==> src/hdl/rmsi_pkg.sv <==
package rmsi_pkg;

    localparam int SAMPLE_W = 32;
    localparam int MED_W    = 33;
    localparam int CNT_W    = 11;
    localparam int OUT_W    = 48;

    localparam int MED_LSB  = 0;
    localparam int CNT_LSB  = MED_W;
    localparam int OVF_BIT  = MED_W + CNT_W;

    typedef logic signed [SAMPLE_W-1:0] t_sample;
    typedef logic signed [MED_W-1:0]    t_median;
    typedef logic        [CNT_W-1:0]    t_count_out;
    typedef logic        [OUT_W-1:0]    t_out_data;

endpackage

==> src/hdl/rmsi_cell.sv <==
module rmsi_cell #(
    parameter int IDX = 0,
    parameter int CW  = 11
) (
    input  logic               i_clk,
    input  logic               i_ins,
    input  rmsi_pkg::t_sample  i_key,
    input  logic [CW-1:0]      i_count,
    input  rmsi_pkg::t_sample  i_left_val,
    input  logic               i_left_gt,
    output rmsi_pkg::t_sample  o_val,
    output logic               o_gt
);

    rmsi_pkg::t_sample r_val;
    rmsi_pkg::t_sample n_val;

    // an empty slot counts as greater, so it takes the shifted or new value
    assign o_gt  = (i_count <= CW'(IDX)) || (r_val > i_key);
    assign o_val = r_val;

    always_comb begin
        n_val = r_val;
        if (o_gt) begin
            n_val = i_left_gt ? i_left_val : i_key;
        end
    end

    always_ff @(posedge i_clk) begin
        if (i_ins) begin
            r_val <= n_val;
        end
    end

endmodule

==> config.mk <==
export PLATFORM = sky130hd
export DESIGN_NAME = rmsi_cell
export DESIGN_NICKNAME = d
export VERILOG_FILES = /design/src/hdl/rmsi_pkg.sv /design/src/hdl/rmsi_cell.sv
export SDC_FILE = /design/constraint.sdc
export NUM_CORES = 1
export LEC_CHECK = 0
export BUFFER_PORTS_ARGS = -buffer_cell sky130_fd_sc_hd__buf_2
export CELL_PAD_IN_SITES_DETAIL_PLACEMENT = 1
export CELL_PAD_IN_SITES_GLOBAL_PLACEMENT = 1
export CORE_MARGIN = 2
export CORE_UTILIZATION = 35
export DETAILED_ROUTE_END_ITERATION = 8
export GPL_TIMING_DRIVEN = 0
export PLACE_DENSITY_LB_ADDON = 0.1
export SYNTH_ARGS = -nofsm -noshare
export SYNTH_HDL_FRONTEND = slang
export SYNTH_SLANG_ARGS = --single-unit
==> constraint.sdc <==
create_clock -name i_clk -period 6.4 [get_ports i_clk]
set_clock_uncertainty 0.15 [all_clocks]
set_input_delay 1.28 -clock i_clk [delete_from_list [all_inputs] [get_ports i_clk]]
set_output_delay 1.28 -clock i_clk [all_outputs]
set_load 0.01 [all_outputs]
==> run summary <==
Finished Core Util: 0.489
Max_cap viols: 0
Main area contributors after synthesis: edfxtp_1 (45%), ha_1 (19%), o21ai_0 (7.4%)
Post-CTS Setup Bufs: 0
Number of flip-flops in the largest register: 32
Status: completed
Total power: 573 µW
Top cell type by total area after synthesis: edfxtp_1
DR pass1 iterations: 4
R2r startpoint: o_val[11]$_DFFE_PP_
Hold Buf Count CTS: 0
Antenna violations before repair: 0
Setup TNS: 0 ns
Most used flip-flop cell after synthesis: edfxtp_1
DIE HEIGHT: 82.5 µm
# fillers: 763
Initial core utilization: 0.362
Skew-Pair Late Insertion Delay: 0.28 ns
Initial DRC Count: 36
Worst slack, placed: 1.89 ns
Max Fclk: 0.222 GHz
RSZ-0062 raised after global routing: false
PD cells: 197 mW/mm²
Design area: 0.00291 mm²
R2R cell count: 7
WL final: 6.20 mm
CTS tree: done
# setup viols final: 0
Total track usage: 0.192
IR drop worst, VDD: 0.105 mV
Post-synth top cells: nand2_1 (35), edfxtp_1 (32), ha_1 (32), inv_1 (32), o21ai_0 (32)
Period utilization: 0.703
Startpoint Class: input port
Vias per inst: 4.91
Vias in the first global route: 2094
Worst Tran Pin Value: 0.690 ns
GR Overflow Total: 0
Fin nets: 449
Register area share after synthesis: 0.445
DRC: 0
Net Count, Synth: 332
Critical Path Start: i_key[11]
Reg area: 961 µm²
Site Rows: 28
Fin. Hold Viols: 0
# diodes: 0
Area after DPL: 0.00284 mm²
Hold Path Depth: 3
Via count: 2034
Post_cts resized: 0
Post-synthesis cell count: 222
Fin. max-slew vios: 0
Die area: 0.00681 mm²
Min-delay src: i_left_val[20]
DR WL/cell: 15.0 µm
Proportion of layout cells with a drive suffix above 1: 0.366
WP data arrival: 3.07 ns
Synth top area share: 0.445
Multi-input gate area: 0.00106 mm²
Routability congestion estimate: 0.740
Post-synth EDFFs: 32
Area delta synth->final: 35.0%
HPWL after DPL: 5.18 mm
Crit end category: output port
Min cycle time layout: 4.50 ns
Worst Path Required: 4.97 ns
CTS sink cnt: 32
First-pass GRT wire length: 9.78 mm
# IOs: 111
CP Class: in2out
Worst setup margin: 1.90 ns
CTS H-tree lvls: 2
TritonCTS buffer count: 5
Max_slew headroom: 0.534
Clock buffer depth: 2
Core area: 0.00596 mm²
Die W: 82.5 µm
Ys Warns: 0
Synth unique cells: 30
Final ANT Viol Nets: 0
Post-synthesis area per instance: 9.72 µm²
HP Class: in2reg
Worst-path fanout max: 3
Port bufs: 109
Clk pin slew, worst setup/hold paths: 0.07 ns
Post-synthesis register bit count: 32
Pin count of the biggest net entering global routing: 18
Cell with the most instances after synthesis: nand2_1
Pleak: 0.00145 µW
Ys async rst share: 0
Synth Cell Area: 0.00216 mm²
Clock Tree Root: clkbuf_8
-- layout by cell type (no fill, tap or decap), types with 2 or more instances in the layout --
cell type	instances
buf_2	109
nand2_1	35
inv_1	32
o21ai_0	32
ha_1	32
edfxtp_1	32
a21oi_1	13
clkbuf_1	8
nand4_1	6
clkbuf_8	5
a21o_1	4
nand3_1	4
nor3_1	2
nand4_2	2
nor4_1	2
o21ai_1	2
-- through the flow --
stage / std cells / hold slack, ns
3_5_place_dp: 407 / 1.13
4_1_cts: 414 / 1.12
5_1_grt: 414 / 1.12
6_report: 414 / 1.12
3_3_place_gp: 406 / 1.41
2_1_floorplan: 222 / 1.32
-- critical path, cell delays in order --
cell      delay, ns
buf_2          0.08
inv_1          0.05
ha_1           0.33
nand4_1        0.15
nor3_1         0.09
a21boi_0       0.14
o41ai_1        0.65
a21oi_1        0.13
buf_2          0.18
-- cells by family (layout without fill, tap and decap cells) --
| group | after synthesis | count (layout) | share of synthesized area |
|---|---|---|---|
| AO/OA/AOI/OAI | 59 | 59 | 0.154 |
| AND/OR/NAND/NOR | 59 | 59 | 0.142 |
| buffers and inverters | 39 | 156 | 0.0679 |
| adder cells (fa/ha/maj) | 32 | 32 | 0.186 |
| flip-flops | 32 | 32 | 0.445 |
| multiplexers | 1 | 1 | 0.00522 |
-- metal layers --
layer | up-vias | global-route usage | routed length (µm)
li1 | 1031 | - | -
met1 | 935 | 0.247 | 2810
met2 | 61 | 0.316 | 2900
met3 | 7 | 0.0511 | 424
met4 | 0 | 0.0574 | 53
met5 | - | 0 | 0
-- final timing paths --
check / slack [ns] / end
max: 1.90 / o_gt
min: 1.12 / o_val[20]$_DFFE_PP_
max reg2reg: 3.52 / o_val[8]$_DFFE_PP_
min reg2reg: 1.13 / o_val[22]$_DFFE_PP_
-- power by group --
part / leakage, µW / total, µW / switching (µW) / internal (µW)
combinational: 0.00110 / 156 / 86.2 / 69.3
clock: 0.0000410 / 148 / 74.4 / 73.9
sequential: 0.000308 / 269 / 10.9 / 258
-- cell type report --
type	instances	area share
multi-input cells	151	0.364
repair buffers	110	0.197
inverters	32	0.0412
well taps	75	0.0322
clock inverters	1	0.00172
flip-flops and latches	32	0.330
clock buffers	6	0.0249
plain buffers	7	0.00902
Note: power is estimated with default switching activity, not from simulation.
